--- config.mk ---
export PLATFORM = sky130hd
export DESIGN_NAME = line_position_tracker_core_flat
export DESIGN_NICKNAME = d
export VERILOG_FILES = /design/src/hw/rtl/lpt_pkg.sv /design/src/hw/rtl/lpt_intf.sv /design/src/hw/rtl/lpt_cfg_regs.sv /design/src/hw/rtl/lpt_frame_eval.sv /design/src/hw/rtl/line_position_tracker_core.sv /design/src/flat_wrapper.sv
export SDC_FILE = /design/constraint.sdc
export NUM_CORES = 1
export LEC_CHECK = 0
export ABC_AREA = 1
export BUFFER_PORTS_ARGS = -buffer_cell sky130_fd_sc_hd__buf_4
export CORE_UTILIZATION = 25
export CTS_CLUSTER_DIAMETER = 40
export DETAILED_ROUTE_END_ITERATION = 7
export MAX_ROUTING_LAYER = met4
export PLACE_DENSITY = 0.39
export SKIP_LAST_GASP = 1
export SYNTH_ARGS = -nofsm -noshare
export SYNTH_HDL_FRONTEND = slang
export SYNTH_SLANG_ARGS = --single-unit
--- constraint.sdc ---
create_clock -name i_clk -period 42.5 [get_ports i_clk]
set_input_delay 6.375 -clock i_clk [delete_from_list [all_inputs] [get_ports i_clk]]
set_output_delay 6.375 -clock i_clk [all_outputs]
set_load 0.05 [all_outputs]
--- src/hw/rtl/lpt_pkg.sv ---
// Shared types and constants for the line position tracker.
`default_nettype none

package lpt_pkg;

    localparam int NUM_PROBES   = 6;
    localparam int PROBE_W      = 8;
    localparam int CFG_IDX_W    = 3;
    localparam int CFG_DATA_W   = 8;
    localparam int ERR_W        = 8;
    localparam int COUNT_W      = 3;
    localparam int CENTER_W     = 4;
    localparam int LOSS_W       = 4;

    // doubled center of the array middle
    localparam logic [CENTER_W-1:0] MID_X2 = 4'd5;
    localparam int STEP_PER_HALF = 20;

    typedef enum logic [CFG_IDX_W-1:0] {
        CFG_ACTIVE_LEVEL     = 3'd0,
        CFG_ERROR_LIMIT      = 3'd1,
        CFG_CENTER_THRESHOLD = 3'd2,
        CFG_DEADBAND         = 3'd3,
        CFG_HOLD_FRAMES      = 3'd4,
        CFG_SMOOTH_STEP      = 3'd5
    } t_cfg_idx;

    typedef enum logic [1:0] {
        HINT_NONE  = 2'd0,
        HINT_LEFT  = 2'd1,
        HINT_RIGHT = 2'd2
    } t_hint;

    typedef logic [PROBE_W-1:0] t_probes [NUM_PROBES];

    typedef struct packed {
        logic [7:0] active_level;
        logic [6:0] error_limit;
        logic [6:0] center_threshold;
        logic [6:0] deadband;
        logic [3:0] hold_frames;
        logic [7:0] smooth_step;
    } t_cfg;

    typedef struct packed {
        logic [CENTER_W-1:0]     prev_center;
        logic signed [ERR_W-1:0] prev_error;
        logic [LOSS_W-1:0]       loss_count;
        logic                    center_known;
    } t_track_state;

    typedef struct packed {
        logic signed [ERR_W-1:0] position_error;
        logic [COUNT_W-1:0]      hit_count;
        logic                    line_seen;
        logic                    all_clear;
        t_hint                   corner_dir;
        logic                    centered;
    } t_result;

endpackage

`default_nettype wire

--- src/hw/rtl/lpt_intf.sv ---
// Channel interfaces: probe frames in, tracking results out, register writes.
`default_nettype none

interface lpt_frame_if;
    logic                         valid;
    logic                         ready;
    logic [lpt_pkg::PROBE_W-1:0]  probe_0;
    logic [lpt_pkg::PROBE_W-1:0]  probe_1;
    logic [lpt_pkg::PROBE_W-1:0]  probe_2;
    logic [lpt_pkg::PROBE_W-1:0]  probe_3;
    logic [lpt_pkg::PROBE_W-1:0]  probe_4;
    logic [lpt_pkg::PROBE_W-1:0]  probe_5;

    modport source (output valid, probe_0, probe_1, probe_2, probe_3, probe_4, probe_5,
                    input ready);
    modport sink   (input valid, probe_0, probe_1, probe_2, probe_3, probe_4, probe_5,
                    output ready);
endinterface

interface lpt_result_if;
    logic                               valid;
    logic                               ready;
    logic signed [lpt_pkg::ERR_W-1:0]   position_error;
    logic [lpt_pkg::COUNT_W-1:0]        hit_count;
    logic                               line_seen;
    logic                               all_clear;
    logic [1:0]                         corner_dir;
    logic                               centered;

    modport source (output valid, position_error, hit_count, line_seen, all_clear,
                    corner_dir, centered, input ready);
    modport sink   (input valid, position_error, hit_count, line_seen, all_clear,
                    corner_dir, centered, output ready);
endinterface

interface lpt_cfg_if;
    logic                            valid;
    logic                            ready;
    logic [lpt_pkg::CFG_IDX_W-1:0]   index;
    logic [lpt_pkg::CFG_DATA_W-1:0]  data;

    modport source (output valid, index, data, input ready);
    modport sink   (input valid, index, data, output ready);
endinterface

`default_nettype wire

--- src/hw/rtl/lpt_cfg_regs.sv ---
// Configuration register file with write decode.
`default_nettype none

module lpt_cfg_regs (
    input  wire            i_clk,
    input  wire            i_rst_n,
    lpt_cfg_if.sink        i_cfg,
    output lpt_pkg::t_cfg  o_cfg
);

    lpt_pkg::t_cfg r_cfg;

    assign i_cfg.ready = 1'b1;
    assign o_cfg       = r_cfg;

    always_ff @(posedge i_clk) begin
        if (!i_rst_n) begin
            r_cfg.active_level     <= 8'd1;
            r_cfg.error_limit      <= 7'd100;
            r_cfg.center_threshold <= 7'd10;
            r_cfg.deadband         <= 7'd5;
            r_cfg.hold_frames      <= 4'd5;
            r_cfg.smooth_step      <= 8'd20;
        end else if (i_cfg.valid) begin
            unique case (lpt_pkg::t_cfg_idx'(i_cfg.index))
                lpt_pkg::CFG_ACTIVE_LEVEL:     r_cfg.active_level     <= i_cfg.data;
                lpt_pkg::CFG_ERROR_LIMIT:      r_cfg.error_limit      <= i_cfg.data[6:0];
                lpt_pkg::CFG_CENTER_THRESHOLD: r_cfg.center_threshold <= i_cfg.data[6:0];
                lpt_pkg::CFG_DEADBAND:         r_cfg.deadband         <= i_cfg.data[6:0];
                lpt_pkg::CFG_HOLD_FRAMES:      r_cfg.hold_frames      <= i_cfg.data[3:0];
                lpt_pkg::CFG_SMOOTH_STEP:      r_cfg.smooth_step      <= i_cfg.data;
                default: ;
            endcase
        end
    end

endmodule

`default_nettype wire

--- src/hw/rtl/lpt_frame_eval.sv ---
// Single-pass evaluation of one probe frame: run select, error, hint, smoothing.
`default_nettype none

module lpt_frame_eval (
    input  lpt_pkg::t_probes       i_probes,
    input  lpt_pkg::t_cfg          i_cfg,
    input  lpt_pkg::t_track_state  i_state,
    output lpt_pkg::t_result       o_result,
    output lpt_pkg::t_track_state  o_state
);

    localparam int NP = lpt_pkg::NUM_PROBES;

    logic [NP-1:0]                   act;
    logic [lpt_pkg::COUNT_W-1:0]     count;
    logic [lpt_pkg::CENTER_W-1:0]    best_c2;
    logic [lpt_pkg::CENTER_W-1:0]    c2;
    logic signed [lpt_pkg::ERR_W-1:0] raw;
    logic signed [lpt_pkg::ERR_W-1:0] err;
    lpt_pkg::t_hint                  hint;

    // active probes and their count
    always_comb begin
        count = '0;
        for (int i = 0; i < NP; i++) begin
            act[i] = (i_probes[i] == i_cfg.active_level);
            count  = count + lpt_pkg::COUNT_W'(act[i]);
        end
    end

    // walk the runs left to right, keep the longest, nearest to the reference
    always_comb begin
        logic [NP+1:0]                act_pad;
        logic [lpt_pkg::CENTER_W-1:0] ref_c2;
        logic [lpt_pkg::CENTER_W-1:0] run_start;
        logic [lpt_pkg::CENTER_W-1:0] sum;
        logic [lpt_pkg::CENTER_W-1:0] gap;
        logic [lpt_pkg::CENTER_W-1:0] len;
        logic [lpt_pkg::CENTER_W-1:0] best_len;
        logic [lpt_pkg::CENTER_W-1:0] best_dist;
        act_pad   = {1'b0, act, 1'b0};
        ref_c2    = i_state.center_known ? i_state.prev_center : lpt_pkg::MID_X2;
        run_start = '0;
        sum       = '0;
        gap       = '0;
        len       = '0;
        best_len  = '0;
        best_dist = '0;
        best_c2   = '0;
        for (int i = 0; i < NP; i++) begin
            if (act_pad[i+1] && !act_pad[i])
                run_start = lpt_pkg::CENTER_W'(i);
            if (act_pad[i+1] && !act_pad[i+2]) begin
                len  = lpt_pkg::CENTER_W'(i) - run_start + 4'd1;
                sum  = run_start + lpt_pkg::CENTER_W'(i);
                gap  = (sum >= ref_c2) ? (sum - ref_c2) : (ref_c2 - sum);
                if (best_len == '0 || len > best_len ||
                    (len == best_len && gap < best_dist)) begin
                    best_len  = len;
                    best_dist = gap;
                    best_c2   = sum;
                end
            end
        end
    end

    // raw error: 20 per half-probe, clamp, deadband
    always_comb begin
        logic signed [4:0] c_off;
        logic signed [8:0] raw_full;
        logic signed [8:0] lim;
        logic [8:0]        raw_mag;
        c2       = (count == lpt_pkg::COUNT_W'(NP)) ? lpt_pkg::MID_X2 : best_c2;
        c_off    = $signed({1'b0, c2}) - $signed({1'b0, lpt_pkg::MID_X2});
        raw_full = $signed({{4{c_off[4]}}, c_off}) * 9'(lpt_pkg::STEP_PER_HALF);
        lim      = $signed({2'b00, i_cfg.error_limit});
        if (raw_full > lim)
            raw_full = lim;
        if (raw_full < -lim)
            raw_full = -lim;
        raw_mag = raw_full[8] ? 9'(-raw_full) : 9'(raw_full);
        if (raw_mag <= {2'b00, i_cfg.deadband})
            raw_full = '0;
        raw = raw_full[lpt_pkg::ERR_W-1:0];
    end

    // sharp-turn hint
    always_comb begin
        logic left_edge;
        logic right_edge;
        logic mid;
        left_edge  = act[0] || act[1];
        right_edge = act[4] || act[5];
        mid        = act[2] || act[3];
        hint       = lpt_pkg::HINT_NONE;
        if (act[0] && act[1] && !right_edge)
            hint = lpt_pkg::HINT_LEFT;
        else if (act[4] && act[5] && !left_edge)
            hint = lpt_pkg::HINT_RIGHT;
        else if (mid && count >= 3'd3) begin
            if (left_edge && !right_edge)
                hint = lpt_pkg::HINT_LEFT;
            else if (right_edge && !left_edge)
                hint = lpt_pkg::HINT_RIGHT;
        end
    end

    // smoothing against the last error, divisions truncate toward zero
    always_comb begin
        logic signed [9:0] p;
        logic signed [9:0] r;
        logic signed [9:0] d;
        logic [9:0]        d_mag;
        logic signed [9:0] s3;
        logic signed [9:0] s2;
        logic signed [9:0] q;
        p     = 10'(i_state.prev_error);
        r     = 10'(raw);
        d     = r - p;
        d_mag = d[9] ? 10'(-d) : 10'(d);
        s3    = p + (p <<< 1) + r;
        s2    = p + r;
        if (d_mag <= {2'b00, i_cfg.smooth_step})
            q = s3[9] ? ((s3 + 10'sd3) >>> 2) : (s3 >>> 2);
        else
            q = s2[9] ? ((s2 + 10'sd1) >>> 1) : (s2 >>> 1);
        if (hint == lpt_pkg::HINT_NONE && i_state.center_known)
            err = q[lpt_pkg::ERR_W-1:0];
        else
            err = raw;
    end

    // result and next tracking state
    always_comb begin
        logic                      hold;
        logic [lpt_pkg::ERR_W-1:0] err_mag;
        hold    = i_state.center_known && (i_state.loss_count < i_cfg.hold_frames);
        err_mag = err[lpt_pkg::ERR_W-1] ? lpt_pkg::ERR_W'(-err) : lpt_pkg::ERR_W'(err);
        o_state = i_state;
        if (count == '0) begin
            if (hold)
                o_state.loss_count = i_state.loss_count + 4'd1;
            o_result.position_error = i_state.prev_error;
            o_result.hit_count      = '0;
            o_result.line_seen      = hold;
            o_result.all_clear      = !hold;
            o_result.corner_dir     = lpt_pkg::HINT_NONE;
            o_result.centered       = 1'b0;
        end else begin
            o_state.loss_count      = '0;
            o_state.prev_center     = c2;
            o_state.prev_error      = err;
            o_state.center_known    = 1'b1;
            o_result.position_error = err;
            o_result.hit_count      = count;
            o_result.line_seen      = 1'b1;
            o_result.all_clear      = 1'b0;
            o_result.corner_dir     = hint;
            o_result.centered       = (err_mag <= {1'b0, i_cfg.center_threshold}) &&
                                      (count >= 3'd2);
        end
    end

endmodule

`default_nettype wire

--- src/hw/rtl/line_position_tracker_core.sv ---
// Line position tracker: one six-probe frame in, one tracking result out.
//
// Channels: i_frame carries one frame of six probe readings per transaction,
// o_result one tracking result per frame, i_cfg register writes (index, data).
// The register channel is always ready; write only while the block is idle.
// Pipeline: a frame accepted on i_frame is captured in the input register;
// its result is loaded into the output register, and o_result.valid rises,
// once that register is empty or its result is being taken.
// Throughput: one frame per cycle while the receiver keeps up; the tracking
// state (last center, last error, loss count) is updated in the same cycle
// the result is registered, so the next frame sees it with no bubble.
// Reset (synchronous, active low) clears both stages, restores the register
// defaults and sets the tracking state to the array middle, error zero.
// Receiver stall: the result register holds; an empty input register still
// takes one more frame, then i_frame.ready drops until the result is taken.
`default_nettype none

module line_position_tracker_core (
    input  wire          i_clk,
    input  wire          i_rst_n,
    lpt_frame_if.sink    i_frame,
    lpt_cfg_if.sink      i_cfg,
    lpt_result_if.source o_result
);

    lpt_pkg::t_cfg          cfg;
    lpt_pkg::t_probes       r_probes;
    logic                   r_in_valid;
    logic                   r_out_valid;
    lpt_pkg::t_result       r_result;
    lpt_pkg::t_result       n_result;
    lpt_pkg::t_track_state  r_state;
    lpt_pkg::t_track_state  n_state;
    logic                   advance;
    logic                   in_ready;

    lpt_cfg_regs u_cfg (
        .i_clk   (i_clk),
        .i_rst_n (i_rst_n),
        .i_cfg   (i_cfg),
        .o_cfg   (cfg)
    );

    lpt_frame_eval u_eval (
        .i_probes (r_probes),
        .i_cfg    (cfg),
        .i_state  (r_state),
        .o_result (n_result),
        .o_state  (n_state)
    );

    assign advance       = !r_out_valid || o_result.ready;
    assign in_ready      = !r_in_valid || advance;
    assign i_frame.ready = in_ready;

    always_ff @(posedge i_clk) begin
        if (!i_rst_n) begin
            r_in_valid <= 1'b0;
        end else if (i_frame.valid && in_ready) begin
            r_in_valid <= 1'b1;
        end else if (advance) begin
            r_in_valid <= 1'b0;
        end
    end

    always_ff @(posedge i_clk) begin
        if (i_frame.valid && in_ready) begin
            r_probes[0] <= i_frame.probe_0;
            r_probes[1] <= i_frame.probe_1;
            r_probes[2] <= i_frame.probe_2;
            r_probes[3] <= i_frame.probe_3;
            r_probes[4] <= i_frame.probe_4;
            r_probes[5] <= i_frame.probe_5;
        end
    end

    always_ff @(posedge i_clk) begin
        if (!i_rst_n) begin
            r_out_valid <= 1'b0;
        end else if (advance) begin
            r_out_valid <= r_in_valid;
        end
    end

    always_ff @(posedge i_clk) begin
        if (r_in_valid && advance) begin
            r_result <= n_result;
        end
    end

    // tracking state moves only when a frame moves into the result register
    always_ff @(posedge i_clk) begin
        if (!i_rst_n) begin
            r_state.prev_center  <= lpt_pkg::MID_X2;
            r_state.prev_error   <= '0;
            r_state.loss_count   <= '0;
            r_state.center_known <= 1'b0;
        end else if (r_in_valid && advance) begin
            r_state <= n_state;
        end
    end

    assign o_result.valid          = r_out_valid;
    assign o_result.position_error = r_result.position_error;
    assign o_result.hit_count      = r_result.hit_count;
    assign o_result.line_seen      = r_result.line_seen;
    assign o_result.all_clear      = r_result.all_clear;
    assign o_result.corner_dir     = r_result.corner_dir;
    assign o_result.centered       = r_result.centered;

endmodule

`default_nettype wire

--- src/flat_wrapper.sv ---
// flat-port wrapper written by rule: the top's interface ports become plain ports
module line_position_tracker_core_flat 
  (i_clk, i_rst_n, i_frame_valid, i_frame_probe_0, i_frame_probe_1, i_frame_probe_2, i_frame_probe_3, i_frame_probe_4, i_frame_probe_5, i_frame_ready, i_cfg_valid, i_cfg_index, i_cfg_data, i_cfg_ready, o_result_valid, o_result_position_error, o_result_hit_count, o_result_line_seen, o_result_all_clear, o_result_corner_dir, o_result_centered, o_result_ready);
  lpt_frame_if i_frame_i ();
  lpt_cfg_if i_cfg_i ();
  lpt_result_if o_result_i ();
  input  wire i_clk;
  input  wire i_rst_n;
  input wire logic [$bits(i_frame_i.valid)-1:0] i_frame_valid;
  input wire logic [$bits(i_frame_i.probe_0)-1:0] i_frame_probe_0;
  input wire logic [$bits(i_frame_i.probe_1)-1:0] i_frame_probe_1;
  input wire logic [$bits(i_frame_i.probe_2)-1:0] i_frame_probe_2;
  input wire logic [$bits(i_frame_i.probe_3)-1:0] i_frame_probe_3;
  input wire logic [$bits(i_frame_i.probe_4)-1:0] i_frame_probe_4;
  input wire logic [$bits(i_frame_i.probe_5)-1:0] i_frame_probe_5;
  output wire logic [$bits(i_frame_i.ready)-1:0] i_frame_ready;
  input wire logic [$bits(i_cfg_i.valid)-1:0] i_cfg_valid;
  input wire logic [$bits(i_cfg_i.index)-1:0] i_cfg_index;
  input wire logic [$bits(i_cfg_i.data)-1:0] i_cfg_data;
  output wire logic [$bits(i_cfg_i.ready)-1:0] i_cfg_ready;
  output wire logic [$bits(o_result_i.valid)-1:0] o_result_valid;
  output wire logic [$bits(o_result_i.position_error)-1:0] o_result_position_error;
  output wire logic [$bits(o_result_i.hit_count)-1:0] o_result_hit_count;
  output wire logic [$bits(o_result_i.line_seen)-1:0] o_result_line_seen;
  output wire logic [$bits(o_result_i.all_clear)-1:0] o_result_all_clear;
  output wire logic [$bits(o_result_i.corner_dir)-1:0] o_result_corner_dir;
  output wire logic [$bits(o_result_i.centered)-1:0] o_result_centered;
  input wire logic [$bits(o_result_i.ready)-1:0] o_result_ready;
  assign i_frame_i.valid = i_frame_valid;
  assign i_frame_i.probe_0 = i_frame_probe_0;
  assign i_frame_i.probe_1 = i_frame_probe_1;
  assign i_frame_i.probe_2 = i_frame_probe_2;
  assign i_frame_i.probe_3 = i_frame_probe_3;
  assign i_frame_i.probe_4 = i_frame_probe_4;
  assign i_frame_i.probe_5 = i_frame_probe_5;
  assign i_frame_ready = i_frame_i.ready;
  assign i_cfg_i.valid = i_cfg_valid;
  assign i_cfg_i.index = i_cfg_index;
  assign i_cfg_i.data = i_cfg_data;
  assign i_cfg_ready = i_cfg_i.ready;
  assign o_result_valid = o_result_i.valid;
  assign o_result_position_error = o_result_i.position_error;
  assign o_result_hit_count = o_result_i.hit_count;
  assign o_result_line_seen = o_result_i.line_seen;
  assign o_result_all_clear = o_result_i.all_clear;
  assign o_result_corner_dir = o_result_i.corner_dir;
  assign o_result_centered = o_result_i.centered;
  assign o_result_i.ready = o_result_ready;
  line_position_tracker_core u_core (.i_clk(i_clk), .i_rst_n(i_rst_n), .i_frame(i_frame_i), .i_cfg(i_cfg_i), .o_result(o_result_i));
endmodule
==> results.cfg, run 1 <==
[outcome]
run_status = complete, no violations

[power]
p_leak_nw = 6.46
p_comb_frac = 0.674
power_switching_mw = 0.455
sw_frac_of_total = 0.522
seq_power_share = 0.154
ir_drop_mv = 0.0413
p_int_mw = 0.417
powerDensity_nw_per_um2 = 65.8
power_frac_clock = 0.172

[clock_network]
cts_max_path_buffers = 2
clock-root-buffer = clkbuf_16
clk_latency_ns = 0.43
ctsHtreeMaxLevel = 4
cts-resized-gates = 0
clock-sinks = 124
numCtsBuffers = 17
path_clk_slew_ns = 0.07
postCtsHoldBufs = 0
cts_tree = built
post_cts_buffers = 0

[min_path]
hold_path_class = reg -> reg

[setup_path]
criticalPathCategory = reg -> reg
crit_path_end_kind = flip-flop
start_kind = flip-flop
path_buf_inv = 19
slowest_delay_ns = 0.53
critPathTopFamily = compound AO/OA/AOI/OAI gates
critPathMaxFanout = 16
crit_path_top_delay_cell = fa_1
critPathRequiredTime_ns = 42.69
arrival_ns = 20.86

[logic_synthesis]
ys_seq_area_frac = 0.274
synthFlopType = edfxtp_1
synth_cell_types = 57
asyncSetResetFlopFracSynth = 0
syn_area_per_cell_sq_um = 7.49
synth-edff-count = 64
syn_area_sq_um = 11400
postSynthRegisterBits = 124
synth_cells = 1523
synth_warnings = 0

[die]
die_w_microns = 216
die_h_microns = 216
num_io_pins = 83
start_util = 0.256
placementRows = 77
core_sq_um = 44600
dieArea_sq_um = 46500

[detailed_routing]
avgViaCountPerCell = 4.46
dr_total_vias = 9839
post-route-drc-count = 0
dr.pass1.iters = 5
wl_per_cell_microns = 15.2
antenna_left = 0
drt_first_iter_violations = 538
routed_wirelength_mm = 33.4

[final_layout]
utilization = 0.297
diodes = 0
num-fill-cells = 4851
multi_input_comb_area_sq_um = 7200
area_delta_synth_final_pct = 16.0
seqCellArea_sq_um = 3120
drive_gt1_frac = 0.123
fin_cells = 2205
nets = 1830

[timing]
slew_headroom = 0.325
fmax_mhz = 48.4
slew_viol_final = 0
fin_skew_ns = 0.0182
rsz0062_at_grt = no
fin_tns_setup_ns = 0
period_share = 0.486
post-route-min-period_ns = 20.68
hold_ws_ns = 0.458
setup_viol = 0
tightest_slew_ns = 1.01
hold_viol = 0

[grt]
grt-ovfl-total = 0
antenna_found_initial = 0
gr-usage-all-layers = 0.151
grt_max_degree = 49
grt_pass1_wl_mm = 53.2
grt_pass1_vias = 9749

[placement]
hpwl_mm = 27.3
portBuffers = 81
gp_congestion = 0.827
dp_cells = 2173

[job]
cap_violations = 0
power groups by stage:
stage / Clock [mW] / Combinational (mW) / Sequential (mW)
4_1_cts: 0.153 / 0.591 / 0.134
6_report: 0.150 / 0.588 / 0.134
3_3_place_gp: 0 / 0.584 / 0.137
2_1_floorplan: 0 / 0.457 / 0.138
5_1_grt: 0.158 / 0.671 / 0.135
3_5_place_dp: 0 / 0.585 / 0.137
cell families after synthesis:
| kind of cell | synth area share |
|---|---|
| AND/OR/NAND/NOR | 0.250 |
| buffers and inverters | 0.0961 |
| other | 0.000658 |
| AO/OA/AOI/OAI | 0.124 |
| multiplexers | 0.00800 |
| flip-flops | 0.274 |
| XOR/XNOR | 0.0522 |
| adder cells (fa/ha/maj) | 0.195 |
registers in the layout, indices dropped and copies added (netlist names):
| name | count |
|---|---|
| u_core.o_result.all_clear | 1 |
| u_core.o_result.centered | 1 |
| u_core.o_result.corner_dir | 2 |
| u_core.o_result.hit_count | 3 |
| u_core.o_result.line_seen | 1 |
| u_core.o_result.position_error | 8 |
| u_core.o_result.valid | 1 |
| u_core.r_in_valid | 1 |
| u_core.r_probes | 48 |
| u_core.r_state | 17 |
| u_core.u_cfg.o_cfg | 41 |
layout make-up:
cell class                      instances  area share
Tap cell                              592      0.0559
Timing Repair Buffer                   83      0.0471
Inverter                              256      0.0727
Sequential cell                       124       0.236
Multi-Input combinational cell       1118       0.544
Clock buffer                           17      0.0321
Clock inverter                         15      0.0128
cells in the mapped netlist (all sizes together) (2+ instances only):
| cell type | n | area, sq um |
|---|---|---|
| a21boi | 3 | 22.5 |
| o211ai | 13 | 97.6 |
| buf | 12 | 82.6 |
| ha | 146 | 1830 |
| or2 | 8 | 50.1 |
| fa | 20 | 400 |
| a221oi | 2 | 17.5 |
| xnor2 | 21 | 184 |
| nand4 | 20 | 125 |
| clkbuf | 14 | 52.6 |
| nor3 | 7 | 35.0 |
| nor2 | 112 | 472 |
| o21a | 2 | 15.0 |
| o21ai | 105 | 529 |
| nand3b | 2 | 15.0 |
| nand2 | 361 | 1470 |
| a31oi | 4 | 40.0 |
| xor2 | 47 | 412 |
| inv | 251 | 942 |
| o22ai | 11 | 68.8 |
| dfxtp | 60 | 1200 |
| edfxtp | 64 | 1920 |
| a211oi | 8 | 60.1 |
| nor3b | 3 | 22.5 |
| mux2i | 8 | 80.1 |
| clkinv | 5 | 20.0 |
| o21bai | 13 | 97.6 |
| a21o | 3 | 22.5 |
| o31ai | 2 | 15.0 |
| conb | 2 | 7.51 |
| and3b | 5 | 43.8 |
| nand3 | 98 | 573 |
| nor4 | 3 | 18.8 |
| and3 | 3 | 18.8 |
| a21oi | 79 | 399 |
| o221ai | 2 | 17.5 |
per-layer routing:
| layer | GRT usage | vias to the layer above | part of all wire |
|---|---|---|---|
| met5 | - | - | 0 |
| met1 | 0.211 | 4543 | 0.53 |
| met3 | 0.0217 | 20 | 0.026 |
| li1 | - | 5152 | - |
| met2 | 0.229 | 124 | 0.43 |
| met4 | 0.0281 | 0 | 0.010 |
final timing paths:
path	from	to	slack, ns	cells after the start
setup / recovery	u_core.u_cfg.o_cfg[36]$_SDFFE_PN0P_	u_core.o_result.centered$_SDFFCE_PP0P_	21.82	127
hold / removal	u_core.u_cfg.o_cfg[5]$_SDFFE_PN0P_	u_core.u_cfg.o_cfg[5]$_SDFFE_PN0P_	0.46	2
setup reg to reg	u_core.u_cfg.o_cfg[36]$_SDFFE_PN0P_	u_core.o_result.centered$_SDFFCE_PP0P_	21.82	127
hold reg to reg	u_core.u_cfg.o_cfg[5]$_SDFFE_PN0P_	u_core.u_cfg.o_cfg[5]$_SDFFE_PN0P_	0.46	2
stage by stage:
| step | setup slack (ns) | area [sq um] | total power, mW |
|---|---|---|---|
| 6_report | 21.82 | 13200 | 0.871 |
| 5_1_grt | 19.59 | 13200 | 0.963 |
| 4_1_cts | 21.80 | 13200 | 0.878 |
| 3_5_place_dp | 21.92 | 12600 | 0.722 |
| 3_3_place_gp | 22.26 | 12600 | 0.721 |
| 2_1_floorplan | 24.67 | 11400 | 0.595 |
worst register-to-register path: cells and delay by family (launching register included):
family	cells	cell delay, ns
buf+inv	19	1.46
xor+xnor	3	0.51
fa+ha+maj	19	5.94
simple gates	46	5.11
flops	1	0.48
compound gates	39	6.71
mux	1	0.29
layout by cell type, fill, tap and decap left out, types with 5 or more instances in the layout:
cell,synthesis,final
buf_4,4,83
nand4_1,20,20
clkbuf_16,0,17
nand2_4,5,5
dfxtp_1,60,60
inv_6,0,5
o21ai_1,8,8
xnor2_1,21,21
nand3_2,9,9
nand3_1,86,86
a211oi_1,8,8
a21oi_1,78,78
xor2_1,47,47
nor2_1,103,103
mux2i_1,8,8
fa_1,20,20
nor2_2,5,5
inv_2,17,18
edfxtp_1,64,64
and3b_1,5,5
nand2_1,325,325
nor3_1,7,7
o21ai_0,96,96
o22ai_1,11,11
o21bai_1,13,13
inv_1,234,233
o211ai_1,13,13
ha_1,146,146
nand2_2,31,31
Power figures use the tool's default switching activity.
==> inputs of run 2 (changes only) <==
- PLACE_DENSITY: 0.39 -> 0.4
- clock period: 42.5 -> 17.2 ns (I/O delays scaled with it)
==> run 2 against run 1 <==
The flow now finishes with violations (setup timing). Largest power group unchanged. Largest cell class unchanged. Clock-buffer cell count rose by 1. Die area did not move. Clock skew fell by 0.00084 ns. Worst setup slack worse by 22 ns.
==> results.cfg, run 2 (synthesis results as in run 1) <==
[final_layout]
nets = 2132
fin_area_sq_um = 16900
area_delta_synth_final_pct = 48.0
regMostFlops = u_core.r_probes
final_common_cell = buf_4
largest_register_ffs = 48
diodes = 0
drive_gt1_frac = 0.369
final_cell_mix = buf_4 (363), nand2_1 (286), inv_1 (206)
utilization = 0.379
num-fill-cells = 4648
fin_cells = 2507

[grt]
grt_pass1_wl_mm = 58.8
grt_max_degree = 49
grt_pass1_vias = 11100
grt-ovfl-total = 0
antenna_found_initial = 1
gr-usage-all-layers = 0.164

[min_path]
hold_path_class = reg -> reg

[clock_network]
numCtsBuffers = 17
path_clk_slew_ns = 0.06
cts_tree = built
clock-sinks = 124
clk_latency_ns = 0.43
ctsHtreeMaxLevel = 4
postCtsHoldBufs = 0
cts_max_path_buffers = 2
clock-root-buffer = clkbuf_16

[placement]
hpwl_mm = 29.4
dp_cells = 2409
portBuffers = 81
gp_congestion = 0.869
placed_cell_area_sq_um = 14500
pre_cts_slack_ns = -1.39

[detailed_routing]
post-route-drc-count = 0
wl_per_cell_microns = 14.6
dr_total_vias = 10900
dr.pass1.iters = 5
antenna_left = 0
routed_wirelength_mm = 36.6
drt_first_iter_violations = 473
avgViaCountPerCell = 4.35

[die]
die_h_microns = 216
num_io_pins = 83
start_util = 0.256
placementRows = 77
dieArea_sq_um = 46500
core_sq_um = 44600
die_w_microns = 216

[timing]
tightest_slew_ns = 1.01
slew_viol_final = 0
hold_viol = 0
fin_skew_ns = 0.0174
hold_ws_ns = 0.459
fmax_mhz = 57.4
fin_tns_setup_ns = -0.229
rsz0062_at_grt = yes
period_share = 1.01
post-route-min-period_ns = 17.43
slew_headroom = 0.329
fin_ws_ns = -0.229
setup_viol = 1

[setup_path]
arrival_ns = 17.61
criticalPathCategory = reg -> reg
crit_path_end_kind = flip-flop
slowest_delay_ns = 0.51
critPathMaxFanout = 6
path_buf_inv = 26
start_kind = flip-flop
critPathRequiredTime_ns = 17.38
critPathTopFamily = simple AND/OR/NAND/NOR gates
cpMostUsedCell = nand2_1
crit_path_top_delay_cell = fa_1

[job]
cap_violations = 0

[power]
p_leak_nw = 8.04
ir_drop_mv = 0.213
powerDensity_nw_per_um2 = 192
total_power_mw = 3.25

[outcome]
violations = setup timing
run_status = complete, but fails checks
[run 2: changes by cell type in the layout (fill, tap and decap cells not counted), moves of 23 or more]
cell | before | now
inv_2 | 18 | 41
buf_4 | 83 | 363
inv_1 | 233 | 206
ha_4 | 0 | 33
ha_1 | 146 | 109
o21ai_0 | 96 | 67
nand2_1 | 325 | 286
nand2_4 | 5 | 28
[run 2: metal layers]
metal  wire (microns)  share of wire  up-vias  GRT usage
li1                 -              -     5739          -
met1            18700           0.51     5040      0.224
met2            16600           0.45      113      0.256
met3              769          0.021       21     0.0220
met4              508          0.014        0     0.0383
met5                0              0        -          -
[run 2: report_power, final]
group,total [mW],switching [mW],internal (mW),leakage (nW)
sequential,0.330,0.00586,0.325,1.11
combinational,2.55,1.36,1.19,6.65
clock,0.363,0.147,0.216,0.278
total,3.25,1.51,1.74,8.04
[run 2: final timing paths]
path	end	from	slack, ns	cells past startpoint
hold / removal	u_core.u_cfg.o_cfg[9]$_SDFFE_PN0P_	u_core.u_cfg.o_cfg[9]$_SDFFE_PN0P_	0.46	2
setup / recovery	u_core.o_result.centered$_SDFFCE_PP0P_	u_core.u_cfg.o_cfg[38]$_SDFFE_PN0P_	-0.23	126
hold reg to reg	u_core.u_cfg.o_cfg[9]$_SDFFE_PN0P_	u_core.u_cfg.o_cfg[9]$_SDFFE_PN0P_	0.46	2
setup reg to reg	u_core.o_result.centered$_SDFFCE_PP0P_	u_core.u_cfg.o_cfg[38]$_SDFFE_PN0P_	-0.23	126
[run 2: layout make-up]
type | count | area, sq um | area share
Tap cell | 592 | 741 | 0.0438
Clock inverter | 14 | 156 | 0.00926
Inverter | 256 | 976 | 0.0578
Clock buffer | 18 | 429 | 0.0254
Multi-Input combinational cell | 1119 | 8490 | 0.503
Timing Repair Buffer | 384 | 2970 | 0.176
Sequential cell | 124 | 3130 | 0.185
[run 2: repair_timing]
action                                  4_1_cts  5_1_grt
gates resized for setup                     182      124
endpoints found under the setup margin       17       17
pin swaps                                   127       94
gates cloned                                  1        0
setup buffers                                47       19
endpoints found under the hold margin         0        0
[run 2: worst min-delay path: stages, from the launching register on]
cell	delay (ns)
dfxtp_1	0.30
inv_1	0.06
a21oi_1	0.06
==> inputs of run 3 (changes only) <==
- RECOVER_POWER: default -> 100
==> run 3 against run 2 <==
The flow finishes with violations (capacitance limit, slew limit, setup timing). Non-clock buffer count unchanged. Worst hold slack gained 0.00065 ns. Critical path depth did not move. Register-to-register slack about the same. Utilization decreased by 0.21 points. Global-route usage did not move. First-iteration DRC count is 3.8% lower. Die area is the same. Clock power is essentially flat. Worst setup slack better by 0.010 ns. Sequential share of layout area up 0.10 points. Maximum frequency about the same. Critical endpoint unchanged.
==> results.cfg, run 3 (synthesis results as in run 1) <==
[timing]
rsz0062_at_grt = yes
hold_viol = 0
fin_ws_ns = -0.219
tightest_slew_ns = 1.90
slew_viol_final = 95
fmax_mhz = 57.4
hold_ws_ns = 0.460
setup_viol = 1
post-route-min-period_ns = 17.42
fin_tns_setup_ns = -0.219
slew_headroom = -0.269
fin_skew_ns = 0.0171
period_share = 1.01

[setup_path]
critPathRequiredTime_ns = 17.38
criticalPathCategory = reg -> reg
critPathTopFamily = simple AND/OR/NAND/NOR gates
slowest_delay_ns = 0.51
cpMostUsedCell = nand2_1
crit_path_top_delay_cell = fa_1
path_buf_inv = 26
crit_path_end_kind = flip-flop
critPathMaxFanout = 6
arrival_ns = 17.60
start_kind = flip-flop

[detailed_routing]
post-route-drc-count = 0
antenna_left = 0
dr.pass1.iters = 5
routed_wirelength_mm = 36.5
wl_per_cell_microns = 14.6
avgViaCountPerCell = 4.35
drt_first_iter_violations = 455
dr_total_vias = 10900

[final_layout]
fin_area_sq_um = 16800
diodes = 0
largest_register_ffs = 48
final_cell_mix = buf_4 (292), nand2_1 (286), inv_1 (207)
regMostFlops = u_core.r_probes
fin_cells = 2507
area_delta_synth_final_pct = 47.2
final_common_cell = buf_4
drive_gt1_frac = 0.355
utilization = 0.377
nets = 2132

[clock_network]
numCtsBuffers = 17
cts_tree = built
clock-root-buffer = clkbuf_16
path_clk_slew_ns = 0.06
clock-sinks = 124
ctsHtreeMaxLevel = 4
cts_max_path_buffers = 2
clk_latency_ns = 0.43

[grt]
grt-ovfl-total = 0
gr-usage-all-layers = 0.164
grt_pass1_vias = 11100
grt_max_degree = 49
antenna_found_initial = 1
grt_pass1_wl_mm = 58.8

[die]
die_w_microns = 216
start_util = 0.256
dieArea_sq_um = 46500
core_sq_um = 44600
die_h_microns = 216
placementRows = 77
num_io_pins = 83

[power]
power_switching_mw = 1.51
seq_power_share = 0.102
total_power_mw = 3.24
sw_frac_of_total = 0.466
ir_drop_mv = 0.213
powerDensity_nw_per_um2 = 193
p_comb_frac = 0.786
p_int_mw = 1.73
power_frac_clock = 0.112
p_leak_nw = 7.94

[placement]
pre_cts_slack_ns = -1.39
portBuffers = 81
gp_congestion = 0.869
placed_cell_area_sq_um = 14500
dp_cells = 2409
hpwl_mm = 29.4

[job]
cap_violations = 2

[min_path]
hold_path_class = reg -> reg

[outcome]
run_status = complete, but fails checks
violations = capacitance limit, slew limit, setup timing
run 3: cell types whose count changed in the layout (fill, tap and decap cells not counted):
cell,change
buf_4,-71
clkbuf_1,+25
clkbuf_4,+46
inv_1,+1
inv_2,-1
or2_0,+1
or2_1,-1
run 3: timing repair:
| item | 4_1_cts | 5_1_grt |
|---|---|---|
| setup buffers | 47 | 19 |
| gates cloned | 1 | 0 |
| gates resized for setup | 182 | 124 |
| pin swaps | 127 | 94 |
| hold buffers | 0 | 0 |
| endpoints found under the setup margin | 17 | 17 |
| hold endpoints to repair | 0 | 0 |
run 3: layout make-up:
class	count	area [sq um]
sequential	124	3130
clock buffer	18	429
clock inverter	14	156
tap	592	741
fill	4662	27800
timing repair buffer	384	2880
multi-input combinational	1119	8490
inverter	256	976
run 3: per-layer routing:
metal	vias up	GRT usage	wire, microns
met3	21	0.0220	743
met4	0	0.0383	507
met5	-	-	0
li1	5741	-	-
met2	111	0.256	16500
met1	5026	0.224	18800
run 3: final timing paths:
kind,slack [ns],startpoint,to,depth (start not counted)
max,-0.22,u_core.u_cfg.o_cfg[38]$_SDFFE_PN0P_,u_core.o_result.centered$_SDFFCE_PP0P_,126
min,0.46,u_core.u_cfg.o_cfg[9]$_SDFFE_PN0P_,u_core.u_cfg.o_cfg[9]$_SDFFE_PN0P_,2
max reg2reg,-0.22,u_core.u_cfg.o_cfg[38]$_SDFFE_PN0P_,u_core.o_result.centered$_SDFFCE_PP0P_,126
min reg2reg,0.46,u_core.u_cfg.o_cfg[9]$_SDFFE_PN0P_,u_core.u_cfg.o_cfg[9]$_SDFFE_PN0P_,2
run 3: worst min-delay path: cells and delay by family (launching register included):
family / cells / cell delay [ns]
compound gates: 1 / 0.06
buf+inv: 1 / 0.06
flops: 1 / 0.30
run 3: power groups by stage:
stage / clock, mW / sequential, mW / combinational, mW
after floorplan: 0 / 0.341 / 1.17
after global routing: 0.388 / 0.332 / 2.81
final: 0.364 / 0.331 / 2.55
after global placement: 0 / 0.337 / 1.89
after detailed placement: 0 / 0.337 / 1.89
after CTS: 0.378 / 0.331 / 2.21
